## src/design/brcc_pkg.sv

```systemverilog
`timescale 1ns / 1ps
`default_nettype none
// ---------------------------------------------------------------------------
// brcc_pkg
// Shared types, register indexes and arithmetic helpers for the cascaded
// balance controller.
// ---------------------------------------------------------------------------
package brcc_pkg;

	localparam int CFG_IDX_W = 3;
	localparam int CFG_DATA_W = 32;

	localparam logic [CFG_IDX_W-1:0] REG_ZERO_ANGLE    = 3'd0;
	localparam logic [CFG_IDX_W-1:0] REG_PITCH_GAIN_P  = 3'd1;
	localparam logic [CFG_IDX_W-1:0] REG_PITCH_GAIN_D  = 3'd2;
	localparam logic [CFG_IDX_W-1:0] REG_SPEED_GAIN_P  = 3'd3;
	localparam logic [CFG_IDX_W-1:0] REG_SPEED_GAIN_I  = 3'd4;
	localparam logic [CFG_IDX_W-1:0] REG_FILTER_WEIGHT = 3'd5;
	localparam logic [CFG_IDX_W-1:0] REG_STEER_GAIN_P  = 3'd6;
	localparam logic [CFG_IDX_W-1:0] REG_STEER_DAMPING = 3'd7;

	localparam logic signed [16:0] RST_ZERO_ANGLE    = -17'sd154;
	localparam logic signed [31:0] RST_PITCH_GAIN_P  = 32'sd15728640;
	localparam logic signed [31:0] RST_PITCH_GAIN_D  = 32'sd65536;
	localparam logic signed [31:0] RST_SPEED_GAIN_P  = -32'sd22610;
	localparam logic signed [31:0] RST_SPEED_GAIN_I  = -32'sd113;
	localparam logic [16:0]        RST_FILTER_WEIGHT = 17'd45875;
	localparam logic signed [31:0] RST_STEER_GAIN_P  = 32'sd983040;
	localparam logic signed [31:0] RST_STEER_DAMPING = 32'sd42598;

	localparam logic signed [8:0]  FWD_LIMIT  = 9'sd70;
	localparam logic signed [8:0]  TURN_LIMIT = 9'sd90;
	localparam logic signed [8:0]  TURN_STEP  = 9'sd40;
	localparam logic signed [20:0] INT_LIMIT  = 21'sd10000;
	localparam logic [16:0]        WEIGHT_ONE = 17'd65536;

	localparam logic signed [65:0] SAT_MAX = 66'sd2147483647;
	localparam logic signed [65:0] SAT_MIN = -66'sd2147483648;

	typedef enum logic [2:0] {
		MS_FILT_NEW,
		MS_FILT_OLD,
		MS_SPD_P,
		MS_SPD_I,
		MS_PITCH_P,
		MS_PITCH_D,
		MS_STEER_P,
		MS_STEER_D
	} mul_sel_t;

	typedef enum logic [1:0] {
		ACC_HOLD,
		ACC_LOAD,
		ACC_ADD,
		ACC_ADD_SHL8
	} acc_op_t;

	typedef struct packed {
		logic     capture;
		mul_sel_t mul_sel;
		acc_op_t  acc_op;
		logic     wr_filt;
		logic     wr_speed;
		logic     wr_perr;
		logic     wr_pitch;
		logic     wr_out;
	} cmd_t;

	// divide by 2^sh, rounding toward zero
	function automatic logic signed [65:0] shr_trunc(input logic signed [65:0] v,
			input int unsigned sh);
		logic signed [65:0] bias;
		bias = (66'sd1 <<< sh) - 66'sd1;
		return v[65] ? ((v + bias) >>> sh) : (v >>> sh);
	endfunction

	function automatic logic signed [31:0] sat32(input logic signed [65:0] v);
		logic signed [31:0] r;
		if (v > SAT_MAX) begin
			r = 32'sh7fffffff;
		end else if (v < SAT_MIN) begin
			r = 32'sh80000000;
		end else begin
			r = v[31:0];
		end
		return r;
	endfunction

endpackage
`default_nettype wire

```

## src/design/brcc_ctrl.sv

```systemverilog
`timescale 1ns / 1ps
`default_nettype none
// ---------------------------------------------------------------------------
// brcc_ctrl
// Sequencer: walks one control tick through the shared multiplier and
// accumulator, and owns the input and output handshakes.
// ---------------------------------------------------------------------------
module brcc_ctrl (
	input  wire logic          clk,
	input  wire logic          arst_n,
	input  wire logic          in_valid,
	output logic               in_stall,
	output logic               out_valid,
	input  wire logic          out_stall,
	output brcc_pkg::cmd_t     cmd
);
	import brcc_pkg::*;

	typedef enum logic [4:0] {
		ST_IDLE,
		ST_F0, ST_F1, ST_F2, ST_F3,
		ST_S0, ST_S1, ST_S2, ST_S3,
		ST_P0, ST_P1, ST_P2, ST_P3, ST_P4,
		ST_T0, ST_T1, ST_T2
	} state_t;

	state_t state_q;
	logic   out_valid_q;
	logic   out_free;

	assign in_stall  = (state_q != ST_IDLE);
	assign out_valid = out_valid_q;
	assign out_free  = !out_valid_q || !out_stall;

	always_comb begin
		cmd = '0;
		cmd.mul_sel = MS_FILT_NEW;
		cmd.acc_op  = ACC_HOLD;
		case (state_q)
			ST_IDLE: cmd.capture = in_valid;
			ST_F0: cmd.mul_sel = MS_FILT_NEW;
			ST_F1: begin
				cmd.acc_op  = ACC_LOAD;
				cmd.mul_sel = MS_FILT_OLD;
			end
			ST_F2: cmd.acc_op = ACC_ADD;
			ST_F3: cmd.wr_filt = 1'b1;
			ST_S0: cmd.mul_sel = MS_SPD_P;
			ST_S1: begin
				cmd.acc_op  = ACC_LOAD;
				cmd.mul_sel = MS_SPD_I;
			end
			ST_S2: cmd.acc_op = ACC_ADD;
			ST_S3: cmd.wr_speed = 1'b1;
			ST_P0: cmd.wr_perr = 1'b1;
			ST_P1: cmd.mul_sel = MS_PITCH_P;
			ST_P2: begin
				cmd.acc_op  = ACC_LOAD;
				cmd.mul_sel = MS_PITCH_D;
			end
			ST_P3: cmd.acc_op = ACC_ADD_SHL8;
			ST_P4: begin
				cmd.wr_pitch = 1'b1;
				cmd.mul_sel  = MS_STEER_P;
			end
			ST_T0: begin
				cmd.acc_op  = ACC_LOAD;
				cmd.mul_sel = MS_STEER_D;
			end
			ST_T1: cmd.acc_op = ACC_ADD;
			ST_T2: cmd.wr_out = out_free;
			default: cmd = '0;
		endcase
	end

	always_ff @(posedge clk or negedge arst_n) begin
		if (!arst_n) begin
			state_q     <= ST_IDLE;
			out_valid_q <= 1'b0;
		end else begin
			if (cmd.wr_out) begin
				out_valid_q <= 1'b1;
			end else if (!out_stall) begin
				out_valid_q <= 1'b0;
			end
			case (state_q)
				ST_IDLE: if (in_valid) state_q <= ST_F0;
				ST_F0: state_q <= ST_F1;
				ST_F1: state_q <= ST_F2;
				ST_F2: state_q <= ST_F3;
				ST_F3: state_q <= ST_S0;
				ST_S0: state_q <= ST_S1;
				ST_S1: state_q <= ST_S2;
				ST_S2: state_q <= ST_S3;
				ST_S3: state_q <= ST_P0;
				ST_P0: state_q <= ST_P1;
				ST_P1: state_q <= ST_P2;
				ST_P2: state_q <= ST_P3;
				ST_P3: state_q <= ST_P4;
				ST_P4: state_q <= ST_T0;
				ST_T0: state_q <= ST_T1;
				ST_T1: state_q <= ST_T2;
				ST_T2: if (out_free) state_q <= ST_IDLE;
				default: state_q <= ST_IDLE;
			endcase
		end
	end

endmodule
`default_nettype wire

```

## src/design/brcc_datapath.sv

```systemverilog
`timescale 1ns / 1ps
`default_nettype none
// ---------------------------------------------------------------------------
// brcc_datapath
// Configuration registers, loop state, one shared 33x32 multiplier with a
// product register, an accumulator, and the output registers.
// ---------------------------------------------------------------------------
module brcc_datapath #(
	parameter int DRIVE_LIMIT = 7200
) (
	input  wire logic                                clk,
	input  wire logic                                arst_n,
	input  wire brcc_pkg::cmd_t                      cmd,
	input  wire logic                                cfg_we,
	input  wire logic [brcc_pkg::CFG_IDX_W-1:0]      cfg_index,
	input  wire logic [brcc_pkg::CFG_DATA_W-1:0]     cfg_data,
	input  wire logic signed [15:0]                  wheel_left,
	input  wire logic signed [15:0]                  wheel_right,
	input  wire logic signed [16:0]                  pitch_angle,
	input  wire logic signed [15:0]                  rate_pitch,
	input  wire logic signed [15:0]                  rate_yaw,
	input  wire logic                                go_forward,
	input  wire logic                                go_backward,
	input  wire logic                                steer_left,
	input  wire logic                                steer_right,
	input  wire logic                                clear_integral,
	output logic signed [15:0]                       drive_left,
	output logic signed [15:0]                       drive_right,
	output logic signed [31:0]                       speed_term,
	output logic signed [31:0]                       steer_term
);
	import brcc_pkg::*;

	localparam logic signed [32:0] LIMIT = 33'(DRIVE_LIMIT);

	// configuration
	logic signed [16:0] zero_angle_q;
	logic signed [31:0] pitch_gain_p_q, pitch_gain_d_q;
	logic signed [31:0] speed_gain_p_q, speed_gain_i_q;
	logic [16:0]        filter_weight_q;
	logic signed [31:0] steer_gain_p_q, steer_damping_q;

	// loop state
	logic signed [7:0]  fwd_target_q, turn_target_q;
	logic signed [19:0] filt_err_q;
	logic signed [14:0] err_int_q;

	// per-tick operands
	logic signed [17:0] err_q;
	logic signed [16:0] pitch_q;
	logic signed [15:0] gyro_pitch_q, gyro_yaw_q;
	logic               damp_on_q, clear_q;
	logic signed [31:0] speed_q, perr_q, pitch_term_q;

	logic signed [64:0] prod_q;
	logic signed [65:0] acc_q;

	logic signed [15:0] drive_left_q, drive_right_q;
	logic signed [31:0] speed_out_q, steer_out_q;

	// target ramps
	logic signed [8:0]  fwd_sum, fwd_next9, turn_sum, turn_next9;
	logic signed [7:0]  fwd_next, turn_next;
	logic signed [17:0] err_next;

	always_comb begin
		fwd_sum = {fwd_target_q[7], fwd_target_q}
			- (go_forward ? 9'sd1 : 9'sd0) + (go_backward ? 9'sd1 : 9'sd0);
		if (!go_forward && !go_backward) fwd_sum = 9'sd0;
		if (fwd_sum > FWD_LIMIT) begin
			fwd_next9 = FWD_LIMIT;
		end else if (fwd_sum < -FWD_LIMIT) begin
			fwd_next9 = -FWD_LIMIT;
		end else begin
			fwd_next9 = fwd_sum;
		end
		fwd_next = fwd_next9[7:0];

		turn_sum = {turn_target_q[7], turn_target_q}
			- (steer_left ? TURN_STEP : 9'sd0) + (steer_right ? TURN_STEP : 9'sd0);
		if (!steer_left && !steer_right) turn_sum = 9'sd0;
		if (turn_sum > TURN_LIMIT) begin
			turn_next9 = TURN_LIMIT;
		end else if (turn_sum < -TURN_LIMIT) begin
			turn_next9 = -TURN_LIMIT;
		end else begin
			turn_next9 = turn_sum;
		end
		turn_next = turn_next9[7:0];

		err_next = {{2{wheel_left[15]}}, wheel_left} + {{2{wheel_right[15]}}, wheel_right}
			- {{10{fwd_next[7]}}, fwd_next};
	end

	// multiplier operand select
	logic [16:0]        weight_sat;
	logic signed [32:0] mul_a;
	logic signed [31:0] mul_b;

	assign weight_sat = filter_weight_q[16] ? WEIGHT_ONE : filter_weight_q;

	always_comb begin
		case (cmd.mul_sel)
			MS_FILT_NEW: begin
				mul_a = {16'b0, WEIGHT_ONE - weight_sat};
				mul_b = {{14{err_q[17]}}, err_q};
			end
			MS_FILT_OLD: begin
				mul_a = {16'b0, weight_sat};
				mul_b = {{12{filt_err_q[19]}}, filt_err_q};
			end
			MS_SPD_P: begin
				mul_a = {speed_gain_p_q[31], speed_gain_p_q};
				mul_b = {{12{filt_err_q[19]}}, filt_err_q};
			end
			MS_SPD_I: begin
				mul_a = {speed_gain_i_q[31], speed_gain_i_q};
				mul_b = {{17{err_int_q[14]}}, err_int_q};
			end
			MS_PITCH_P: begin
				mul_a = {pitch_gain_p_q[31], pitch_gain_p_q};
				mul_b = perr_q;
			end
			MS_PITCH_D: begin
				mul_a = {pitch_gain_d_q[31], pitch_gain_d_q};
				mul_b = {{16{gyro_pitch_q[15]}}, gyro_pitch_q};
			end
			MS_STEER_P: begin
				mul_a = {steer_gain_p_q[31], steer_gain_p_q};
				mul_b = {{24{turn_target_q[7]}}, turn_target_q};
			end
			MS_STEER_D: begin
				mul_a = damp_on_q ? {steer_damping_q[31], steer_damping_q} : 33'sd0;
				mul_b = {{16{gyro_yaw_q[15]}}, gyro_yaw_q};
			end
			default: begin
				mul_a = 33'sd0;
				mul_b = 32'sd0;
			end
		endcase
	end

	// results taken off the accumulator
	logic signed [65:0] prod_ext, acc_q16, acc_q24;
	logic signed [19:0] filt_next;
	logic signed [20:0] int_sum;
	logic signed [14:0] int_next;
	logic signed [41:0] perr_wide;
	logic signed [31:0] steer_now;
	logic signed [32:0] mix_l, mix_r;
	logic signed [32:0] drv_l, drv_r;

	always_comb begin
		prod_ext = {prod_q[64], prod_q};
		acc_q16  = shr_trunc(acc_q, 16);
		acc_q24  = shr_trunc(acc_q, 24);
		filt_next = acc_q16[19:0];

		int_sum = {{6{err_int_q[14]}}, err_int_q} + {filt_next[19], filt_next};
		if (clear_q) begin
			int_next = 15'sd0;
		end else if (int_sum > INT_LIMIT) begin
			int_next = INT_LIMIT[14:0];
		end else if (int_sum < -INT_LIMIT) begin
			int_next = 15'(-INT_LIMIT);
		end else begin
			int_next = int_sum[14:0];
		end

		perr_wide = {{25{pitch_q[16]}}, pitch_q}
			- (({{10{speed_q[31]}}, speed_q} <<< 8) + {{25{zero_angle_q[16]}}, zero_angle_q});

		steer_now = sat32(acc_q16);
		mix_l = {pitch_term_q[31], pitch_term_q} - {steer_now[31], steer_now};
		mix_r = {pitch_term_q[31], pitch_term_q} + {steer_now[31], steer_now};
		drv_l = (mix_l > LIMIT) ? LIMIT : ((mix_l < -LIMIT) ? -LIMIT : mix_l);
		drv_r = (mix_r > LIMIT) ? LIMIT : ((mix_r < -LIMIT) ? -LIMIT : mix_r);
	end

	// configuration and loop state
	always_ff @(posedge clk or negedge arst_n) begin
		if (!arst_n) begin
			zero_angle_q    <= RST_ZERO_ANGLE;
			pitch_gain_p_q  <= RST_PITCH_GAIN_P;
			pitch_gain_d_q  <= RST_PITCH_GAIN_D;
			speed_gain_p_q  <= RST_SPEED_GAIN_P;
			speed_gain_i_q  <= RST_SPEED_GAIN_I;
			filter_weight_q <= RST_FILTER_WEIGHT;
			steer_gain_p_q  <= RST_STEER_GAIN_P;
			steer_damping_q <= RST_STEER_DAMPING;
			fwd_target_q    <= 8'sd0;
			turn_target_q   <= 8'sd0;
			filt_err_q      <= 20'sd0;
			err_int_q       <= 15'sd0;
		end else begin
			if (cfg_we) begin
				case (cfg_index)
					REG_ZERO_ANGLE:    zero_angle_q    <= cfg_data[16:0];
					REG_PITCH_GAIN_P:  pitch_gain_p_q  <= cfg_data;
					REG_PITCH_GAIN_D:  pitch_gain_d_q  <= cfg_data;
					REG_SPEED_GAIN_P:  speed_gain_p_q  <= cfg_data;
					REG_SPEED_GAIN_I:  speed_gain_i_q  <= cfg_data;
					REG_FILTER_WEIGHT: filter_weight_q <= cfg_data[16:0];
					REG_STEER_GAIN_P:  steer_gain_p_q  <= cfg_data;
					REG_STEER_DAMPING: steer_damping_q <= cfg_data;
					default: ;
				endcase
			end
			if (cmd.capture) begin
				fwd_target_q  <= fwd_next;
				turn_target_q <= turn_next;
			end
			if (cmd.wr_filt) begin
				filt_err_q <= filt_next;
				err_int_q  <= int_next;
			end
		end
	end

	// per-tick payload, no reset needed
	always_ff @(posedge clk) begin
		prod_q <= mul_a * mul_b;
		case (cmd.acc_op)
			ACC_LOAD:     acc_q <= prod_ext;
			ACC_ADD:      acc_q <= acc_q + prod_ext;
			ACC_ADD_SHL8: acc_q <= acc_q + (prod_ext <<< 8);
			default:      acc_q <= acc_q;
		endcase
		if (cmd.capture) begin
			err_q        <= err_next;
			pitch_q      <= pitch_angle;
			gyro_pitch_q <= rate_pitch;
			gyro_yaw_q   <= rate_yaw;
			damp_on_q    <= !steer_left && !steer_right;
			clear_q      <= clear_integral;
		end
		if (cmd.wr_speed) speed_q <= sat32(acc_q16);
		if (cmd.wr_perr) perr_q <= sat32({{24{perr_wide[41]}}, perr_wide});
		if (cmd.wr_pitch) pitch_term_q <= sat32(acc_q24);
		if (cmd.wr_out) begin
			drive_left_q  <= drv_l[15:0];
			drive_right_q <= drv_r[15:0];
			speed_out_q   <= speed_q;
			steer_out_q   <= steer_now;
		end
	end

	assign drive_left  = drive_left_q;
	assign drive_right = drive_right_q;
	assign speed_term  = speed_out_q;
	assign steer_term  = steer_out_q;

endmodule
`default_nettype wire

```

## src/design/balance_robot_cascade_controller_unit.sv

```systemverilog
`timescale 1ns / 1ps
`default_nettype none
// ---------------------------------------------------------------------------
// balance_robot_cascade_controller_unit
// Cascaded speed PI / pitch PD / turn controller for a two-wheel balancer,
// one control tick per input transfer.
// ---------------------------------------------------------------------------
//  channel  handshake            payload
//  in       in_valid/in_stall    encoder counts, pitch, gyro rates, buttons
//  out      out_valid/out_stall  drive_left/right, speed_term, steer_term
//  cfg      cfg_valid/cfg_ready  cfg_index, cfg_data
//
//  In a tick, eight products go one at a time through the single 33x32
//  multiplier and its accumulator. The result sits in an output register;
//  the next tick can be taken in the cycle after that register is loaded.
//  A tick waits only if the previous result is still stalled when the new
//  one is ready. Reset restores the register defaults and clears the
//  targets, filter and integral.
// ---------------------------------------------------------------------------
module balance_robot_cascade_controller_unit #(
	parameter int DRIVE_LIMIT = 7200
) (
	input  wire logic                             clk,
	input  wire logic                             arst_n,
	input  wire logic                             cfg_valid,
	output logic                                  cfg_ready,
	input  wire logic [brcc_pkg::CFG_IDX_W-1:0]   cfg_index,
	input  wire logic [brcc_pkg::CFG_DATA_W-1:0]  cfg_data,
	input  wire logic                             in_valid,
	output logic                                  in_stall,
	input  wire logic signed [15:0]               wheel_left,
	input  wire logic signed [15:0]               wheel_right,
	input  wire logic signed [16:0]               pitch_angle,
	input  wire logic signed [15:0]               rate_pitch,
	input  wire logic signed [15:0]               rate_yaw,
	input  wire logic                             go_forward,
	input  wire logic                             go_backward,
	input  wire logic                             steer_left,
	input  wire logic                             steer_right,
	input  wire logic                             clear_integral,
	output logic                                  out_valid,
	input  wire logic                             out_stall,
	output logic signed [15:0]                    drive_left,
	output logic signed [15:0]                    drive_right,
	output logic signed [31:0]                    speed_term,
	output logic signed [31:0]                    steer_term
);
	import brcc_pkg::*;

	cmd_t cmd;

	assign cfg_ready = 1'b1;

	brcc_ctrl u_ctrl (
		.clk       (clk),
		.arst_n    (arst_n),
		.in_valid  (in_valid),
		.in_stall  (in_stall),
		.out_valid (out_valid),
		.out_stall (out_stall),
		.cmd       (cmd)
	);

	brcc_datapath #(
		.DRIVE_LIMIT (DRIVE_LIMIT)
	) u_datapath (
		.clk            (clk),
		.arst_n         (arst_n),
		.cmd            (cmd),
		.cfg_we         (cfg_valid && cfg_ready),
		.cfg_index      (cfg_index),
		.cfg_data       (cfg_data),
		.wheel_left     (wheel_left),
		.wheel_right    (wheel_right),
		.pitch_angle    (pitch_angle),
		.rate_pitch     (rate_pitch),
		.rate_yaw       (rate_yaw),
		.go_forward     (go_forward),
		.go_backward    (go_backward),
		.steer_left     (steer_left),
		.steer_right    (steer_right),
		.clear_integral (clear_integral),
		.drive_left     (drive_left),
		.drive_right    (drive_right),
		.speed_term     (speed_term),
		.steer_term     (steer_term)
	);

endmodule
`default_nettype wire

```

## config.mk

```make
export PLATFORM = sky130hd
export DESIGN_NAME = balance_robot_cascade_controller_unit
export DESIGN_NICKNAME = d
export VERILOG_FILES = /design/src/design/brcc_pkg.sv /design/src/design/brcc_ctrl.sv /design/src/design/brcc_datapath.sv /design/src/design/balance_robot_cascade_controller_unit.sv
export SDC_FILE = /design/constraint.sdc
export NUM_CORES = 2
export LEC_CHECK = 0
export ABC_AREA = 0
export BUFFER_PORTS_ARGS = -buffer_cell sky130_fd_sc_hd__buf_4
export CORE_MARGIN = 1
export CORE_UTILIZATION = 35
export CTS_CLUSTER_DIAMETER = 80
export DETAILED_ROUTE_END_ITERATION = 6
export PLACE_DENSITY = 0.56
export SETUP_SLACK_MARGIN = 0.1
export SLEW_MARGIN = 10
export SYNTH_ARGS = -nofsm -noshare
export SYNTH_HDL_FRONTEND = slang
export SYNTH_SLANG_ARGS = --single-unit
```

## constraint.sdc

```tcl
create_clock -name clk -period 14.7 [get_ports clk]
set_clock_uncertainty 0.1 [all_clocks]
set_input_delay 3.675 -clock clk [delete_from_list [all_inputs] [get_ports clk]]
set_output_delay 3.675 -clock clk [all_outputs]
set_load 0.05 [all_outputs]
```

==> summary.txt <==
Outcome
  – Status: finished with violations
  – Failing checks: DRC

Min path
  – Hold Path End: u_datapath.speed_term[20]$_DFFE_PP_
  – Worst hold stages: 0
  – Min-Delay Path Class: reg -> reg
  – Hold_sp: u_datapath.speed_q[20]$_DFFE_PP_

Yosys
  – Post-Synth Adder-Cell Area: between 30% and 40%
  – Post-synthesis sequential area ratio: 22.6%
  – Synth Area in XOR/XNOR: under 10%
  – Avg Cell Area, Syn: 9.31 sq um
  – Simple-Gate Fraction of Synth Area: between 10% and 20%
  – Synth Area in Compound Gates: between 10% and 20%
  – Largest family of logic cells by synthesized area: adder cells
  – Yosys reg bits: 675
  – Ys Warns: 0
  – Synth Net Count: 10,500
  – Multiplexer area fraction after synthesis: approximately 3.2%
  – EDFF count, synth: between 300 and 400
  – Cells after Synth: 8,712
  – Synth Cell Area: ~0.081 sq mm
  – Top_reg_cell synth: edfxtp_1
  – Count of cell types in the netlist: 99
  – Async S/R FF share, synth: between 40% and 50%

Drt
  – Post-DRT Antenna Nets: 0
  – Wire per inst: ~24 microns
  – 1st-iter DRT viols: around 5,500
  – # DRC: 3
  – Vias post-DR: 65,000
  – Via density: about 5.5
  – Drt pass-1 iters: 7
  – Routed wire length: ~290,000 microns

Floorplan
  – Initial Util: a little over a third
  – Area of the die: roughly 0.23 sq mm
  – Die X: 483 microns
  – IO Pins: approximately 230
  – Core area: roughly 0.23 sq mm
  – Die Y: 483 microns
  – Standard-cell row count: approximately 180

Worst setup path
  – WS Path Type: reg -> reg
  – Critical path peak fanout: 36
  – CP max stage delay: just over 0.8 ns
  – CP Data Required Time: roughly 15 ns
  – Arrival time worst endpoint: ~13 ns
  – Most used cell, CP: fa_1
  – Worst Setup End Kind: register
  – Reg2reg path depth: 33
  – Critical R2R Launch: u_ctrl.state_q[4]$_DFFE_PN0P_
  – Reg2reg end: u_datapath.prod_q[62]$_DFF_P_
  – R2R Setup Slk: around 2.6 ns
  – Slowest cell on crit path: and2_0
  – Crit path launch type: register

Placed design
  – Port buffer count: around 220
  – DP HPWL: between 200,000 and 250,000 microns
  – Gpl congestion: around 0.96

Global route
  – Global Route Usage Sum: about 25%
  – Total gr overflow: 0
  – Vias in the first global route: around 66,000
  – Initial antenna violation count: 10
  – Pin count of the biggest net entering global routing: 177
  – First-pass GRT wire length: between 400,000 and 500,000 microns

CTS
  – Worst skew pair latency: 0.73 ns
  – Setup Buffers After CTS: 0
  – Htree depth: 3
  – CTS sink cnt: 675
  – Hold_buf cts: 0
  – CTS root buf: clkbuf_16
  – # resized after CTS: 0
  – Clock Path Buffers: 3
  – Number of buffers created by CTS: 82
  – Reg clk slew, reported paths: 0.06 ns
  – CTS tree: built

Timing
  – Final setup vio count: 0
  – Max Clock Freq: a little over 80 MHz
  – RSZ-0062 raised after global routing: no
  – Hold Fails Final Rpt: 0
  – Tmin final: around 12 ns
  – Final Cycle Share: between 80 and 90%
  – Fin Setup TNS: 0 ns
  – Relative slew slack: between 10% and 20%
  – Worst-margin pin slew: 1.34 ns
  – Slew Limit Fails: 0

Finish
  – Biggest register: u_datapath.acc_q
  – Max FFs per register: 66
  – Commonest non-fill, non-tap cell in the layout: inv_1
  – Share of layout cells above drive strength 1: a little over a tenth
  – Biggest regs: u_datapath.acc_q x66, u_datapath.prod_q x65
  – Area grow syn2layout: 10.3%
  – Most frequent cells in the layout: 1,442 x inv_1, 1,133 x fa_1, 908 x nand2_1, 782 x nor2_1, 493 x ha_1
  – Nets: roughly 11,000

Job
  – MaxCap Viol Count: 0
[synth_stat cells (65+ instances only)]
| master | count | area [sq um] |
|---|---|---|
| a21o_1 | 172 | 1290 |
| a21oi_1 | 357 | 1790 |
| a22oi_1 | 78 | 586 |
| clkbuf_1 | 345 | 1290 |
| dfrtp_1 | 189 | 4730 |
| dfstp_2 | 94 | 2470 |
| dfxtp_1 | 65 | 1300 |
| edfxtp_1 | 327 | 9820 |
| fa_1 | 1133 | 22700 |
| ha_1 | 493 | 6170 |
| inv_1 | 1445 | 5420 |
| mux2_2 | 220 | 2480 |
| nand2_1 | 908 | 3410 |
| nand3_1 | 116 | 581 |
| nand4_1 | 73 | 457 |
| nor2_1 | 791 | 2970 |
| nor2b_1 | 65 | 407 |
| nor3_1 | 96 | 480 |
| o21a_1 | 88 | 661 |
| o21ai_0 | 386 | 1930 |
| xnor2_1 | 259 | 2270 |
| xor2_1 | 143 | 1250 |
[final cells by class]
| cell class | count | area (sq um) |
|---|---|---|
| sequential | 675 | 18300 |
| multi-input combinational | 6218 | 56300 |
| tap | 3026 | 3790 |
| antenna | 3 | 7.51 |
| fill | 22900 | 141000 |
| clock inverter | 45 | 537 |
| clock buffer | 107 | 2240 |
| timing repair buffer | 380 | 2870 |
| inverter | 1446 | 5430 |
[metal layers]
metal / part of all wire [%] / track usage (%)
met1: 42 / 33.2
met2: 46 / 39.1
met3: 8.2 / 4.72
met4: 4.3 / 9.40
met5: 0.014 / 0
[through the flow]
step	cells	utilization [%]	setup slack (ns)	hold WS, ns	cell area [sq um]
2_1_floorplan	8712	-	4.32	0.326	81100
3_3_place_gp	11700	37.7	2.75	0.336	86700
3_5_place_dp	11700	37.7	2.75	0.339	86700
4_1_cts	11900	38.9	2.70	0.354	89500
5_1_grt	11900	38.9	1.97	0.373	89500
6_report	11900	38.9	2.58	0.351	89500
[worst max-delay path, delay by kind of cell (launching register included)]
family	cells	cell delay [ns]
fa+ha+maj	9	4.55
buf+inv	4	0.64
simple gates	8	3.34
flops	1	0.55
compound gates	11	2.67
xor+xnor	1	0.16
[cell families after synthesis]
family                   Yosys count
AO/OA/AOI/OAI                   1594
XOR/XNOR                         402
adder cells (fa/ha/maj)         1628
buffers and inverters           1819
flip-flops                       675
multiplexers                     230
other                              1
AND/OR/NAND/NOR                 2363
[how the worst max path moves through the flow]
stage / startpoint / end / slack (ns) / cells past startpoint
floorplan: u_ctrl.state_q[0]$_DFFE_PN0P_ / u_datapath.prod_q[64]$_DFF_P_ / 4.32 / 37
global placement: u_ctrl.state_q[4]$_DFFE_PN0P_ / u_datapath.prod_q[61]$_DFF_P_ / 2.75 / 35
detailed placement: u_ctrl.state_q[4]$_DFFE_PN0P_ / u_datapath.prod_q[61]$_DFF_P_ / 2.75 / 35
CTS: u_ctrl.state_q[4]$_DFFE_PN0P_ / u_datapath.prod_q[61]$_DFF_P_ / 2.70 / 35
global route: u_ctrl.state_q[0]$_DFFE_PN0P_ / u_datapath.prod_q[61]$_DFF_P_ / 1.97 / 36
finish: u_ctrl.state_q[4]$_DFFE_PN0P_ / u_datapath.prod_q[62]$_DFF_P_ / 2.58 / 33
Power is not shown: default switching activity piles up to over one toggle a cycle in this logic, so the estimate is an artifact.
